### config.mk
export PLATFORM = sky130hd
export DESIGN_NAME = cstp_alu
export DESIGN_NICKNAME = d
export VERILOG_FILES = /design/src/rtl/cstp_pkg.sv /design/src/rtl/cstp_alu.sv
export SDC_FILE = /design/constraint.sdc
export NUM_CORES = 1
export LEC_CHECK = 0
export BUFFER_PORTS_ARGS = -buffer_cell sky130_fd_sc_hd__buf_2
export CORE_MARGIN = 8
export CORE_UTILIZATION = 35
export DETAILED_ROUTE_END_ITERATION = 10
export SYNTH_ARGS = -nofsm -noshare
export SYNTH_HDL_FRONTEND = slang
export SYNTH_SLANG_ARGS = --single-unit
### constraint.sdc
create_clock -name vclk -period 11.25
set_clock_uncertainty 0.15 [all_clocks]
set_input_delay 2.25 -clock vclk [all_inputs]
set_output_delay 2.25 -clock vclk [all_outputs]
set_load 0.02 [all_outputs]
### src/rtl/cstp_pkg.sv
package cstp_pkg;

  localparam int unsigned DW = 32;
  localparam int unsigned DEF_TABLE_ENTRIES = 64;
  localparam int unsigned DEF_STACK_DEPTH = 32;
  localparam logic [15:0] EXCESS_MAX = 16'hFFFF;

  typedef enum logic [1:0] {
    OP_ENTER = 2'd0,
    OP_EXIT  = 2'd1,
    OP_READ  = 2'd2,
    OP_CLEAR = 2'd3
  } op_e;

  typedef enum logic [1:0] {
    ST_OK        = 2'd0,
    ST_FULL      = 2'd1,
    ST_OVERFLOW  = 2'd2,
    ST_UNDERFLOW = 2'd3
  } status_e;

  typedef struct packed {
    logic [DW-1:0] a;
    logic [DW-1:0] b;
    logic          sub;
  } alu_req_t;

endpackage

### src/rtl/cstp_alu.sv
module cstp_alu (
  input  cstp_pkg::alu_req_t      req_i,
  output logic [cstp_pkg::DW-1:0] y_o
);
  import cstp_pkg::*;

  logic [DW-1:0] b_inv;

  assign b_inv = req_i.sub ? ~req_i.b : req_i.b;
  assign y_o   = req_i.a + b_inv + {{(DW-1){1'b0}}, req_i.sub};

endmodule

==> impl_results.md <==
* PD cells at 104 nW/um^2
* Critical Path, Cell by Cell: buf_2 > xor2_1 > inv_1 > fa_1 > nor2b_1 > o21bai_1 > a211oi_1 > o311a_1 > o21ai_0 > a211oi_1 > buf_2
* Crit path kind: in -> out
* Half-perimeter wire length after placement at 6.25 mm
* Finished Layout Cells at 495
* Seq. cell area at 0 sq um
* Initial Util at 35.3%
* Req. time, crit path at 8850 ps
* Die width at 97.9 um
* Min-Delay Path Class: in -> out
* # resized after CTS at 0
* First-iteration detailed-routing DRC count at 113
* Vias at 2646
* Crit-path max FO at 32
* Vias in the first global route at 2642
* Post-synthesis sequential area ratio at 0%
* Setup TNS at 0 ps
* Mapped cell area at 2350 sq um
* Slowest cell on crit path: buf_2
* Upper clock frequency limit at 130 MHz
* Post-synth cell types at 57
* Row count at 30
* Syn Area/Cell at 7.13 sq um
* Outcome: completed
* Crit path DAT at 5290 ps
* Initial antenna violation count at 0
* Syn. warnings at 0
* GRT Overall Usage at 14.1%
* Final hold vios at 0
* Pins Over Slew Limit at 0
* Placed instance area at 2880 sq um
* Routability-driven placement congestion ratio at 0.865
* # clk buffers at 0
* Max-slew headroom at 39.2%
* Largest area contributor in the netlist: ha_1
* DRT Wirelength at 7.18 mm
* Largest net degree at the start of global routing at 33
* Core Box Area at 6640 sq um
* Placed cell count at 495
* CTS Hold Bufs at 0
* Gr ovfl total at 0
* CP bufs+invs at 3
* CP endpoint kind: output port
* Share of cells above drive strength 1 at 27.2%
* Nets at 516
* # DRC at 0
* Wire per inst at 14.5 um
* Layout area overhead at 22.6%
* Leakage power at 1.37 nW
* Yosys top cell area share at 17.6%
* Fin Hold WS at 4690 ps
* CP startpoint kind: input port
* Mapped Cells at 329
* Worst Tran Pin Value at 911 ps
* Vias per cell at 5.35
* Die H at 97.9 um
* Setup Viol. Count Final at 0
* Peak VDD IR at 0.0000584 V
* Final min period at 7690 ps
* RSZ-0062 raised after global routing: false
* Final Cell Area at 2880 sq um
* Antenna Violating Nets Remaining at 0
* Die footprint at 9580 sq um
* Ant. Diodes at 0
* Num ports at 97
* Top cells by count, synth: nand2_1, xor2_1, ha_1, a21oi_1, nor2_1
* Max Cap Violations at 0
* First-pass GRT wire length at 11.9 mm
* DRT Pass-1 Iters at 4
* Seq_cells at 0
* Synth Net Count at 428
* Post-CTS Setup Repair Bufs at 0
* Final period util at 68.4%
* Max incr delay on CP at 690 ps
* # port buffers at 97
* Critical path's top delay family: compound AO/OA/AOI/OAI gates
* Top cells by area, synth: ha_1, xor2_1, xnor2_1
* Pwr Total at 0.000298 W
stage by stage:
stage               utilization [%]  setup slack, ps
floorplan                         -             4030
global placement               43.3             3670
detailed placement             43.3             3550
CTS                            43.3             3550
global route                   43.3             3170
finish                         43.3             3560
power breakdown:
group | switching [W] | leakage, nW | internal, W | total [W]
Combinational | 0.000186 | 1.37 | 0.000111 | 0.000298
Sequential | 0 | 0 | 0 | 0
Clock | 0 | 0 | 0 | 0
layout make-up:
class,instances,area [sq um]
multi-input cells,306,2240
fillers,727,3770
repair buffers,97,485
inverters,12,45.0
well taps,80,100
path summary, 6_finish.rpt:
path | slack (ps) | to | cells past startpoint | startpoint
worst min-delay path | 4690 | y_o[0] | 3 | req_i[33]
worst max-delay path | 3560 | y_o[28] | 11 | req_i[0]
layout by cell type, fill, tap and decap left out, types with 2 or more instances in the layout:
cell type / n
xor2_1: 39
a21oi_1: 29
nor2_1: 26
inv_1: 12
xnor2_1: 20
o21a_1: 3
a31oi_1: 5
o21ai_0: 19
o211ai_1: 5
nand3_1: 8
nand2b_1: 3
buf_2: 97
a2111oi_0: 2
ha_1: 33
nand4_1: 6
nor3_2: 2
a21o_1: 5
and3_1: 2
nor3_1: 8
or4_1: 2
nand2_1: 39
o31ai_1: 3
a211oi_1: 5
a21oi_2: 4
a41o_1: 3
o21bai_1: 4
nor2b_1: 5
kinds of logic after synthesis:
group | after synthesis | synth area share, %
xor gates and xnor gates | 59 | 22.0
adders and majority gates | 34 | 18.5
and+or+nand+nor | 107 | 21.4
AOI/OAI and AO/OA | 104 | 32.4
buffers and inverters | 23 | 4.32
muxes | 2 | 1.39
worst min-delay path, stage by stage:
cell and delay [ps]:
buf_2 120, xor2_1 70, buf_2 150
metal layers:
metal	up-vias	share of wire, %	wire length, um	GRT usage, %
li1	1369	-	-	-
met3	2	7.1	513	3.20
met4	0	0.21	15	0.480
met2	75	45	3260	24.3
met5	-	0	0	0
met1	1200	47	3390	18.2
(Power assumes the default switching activity.)
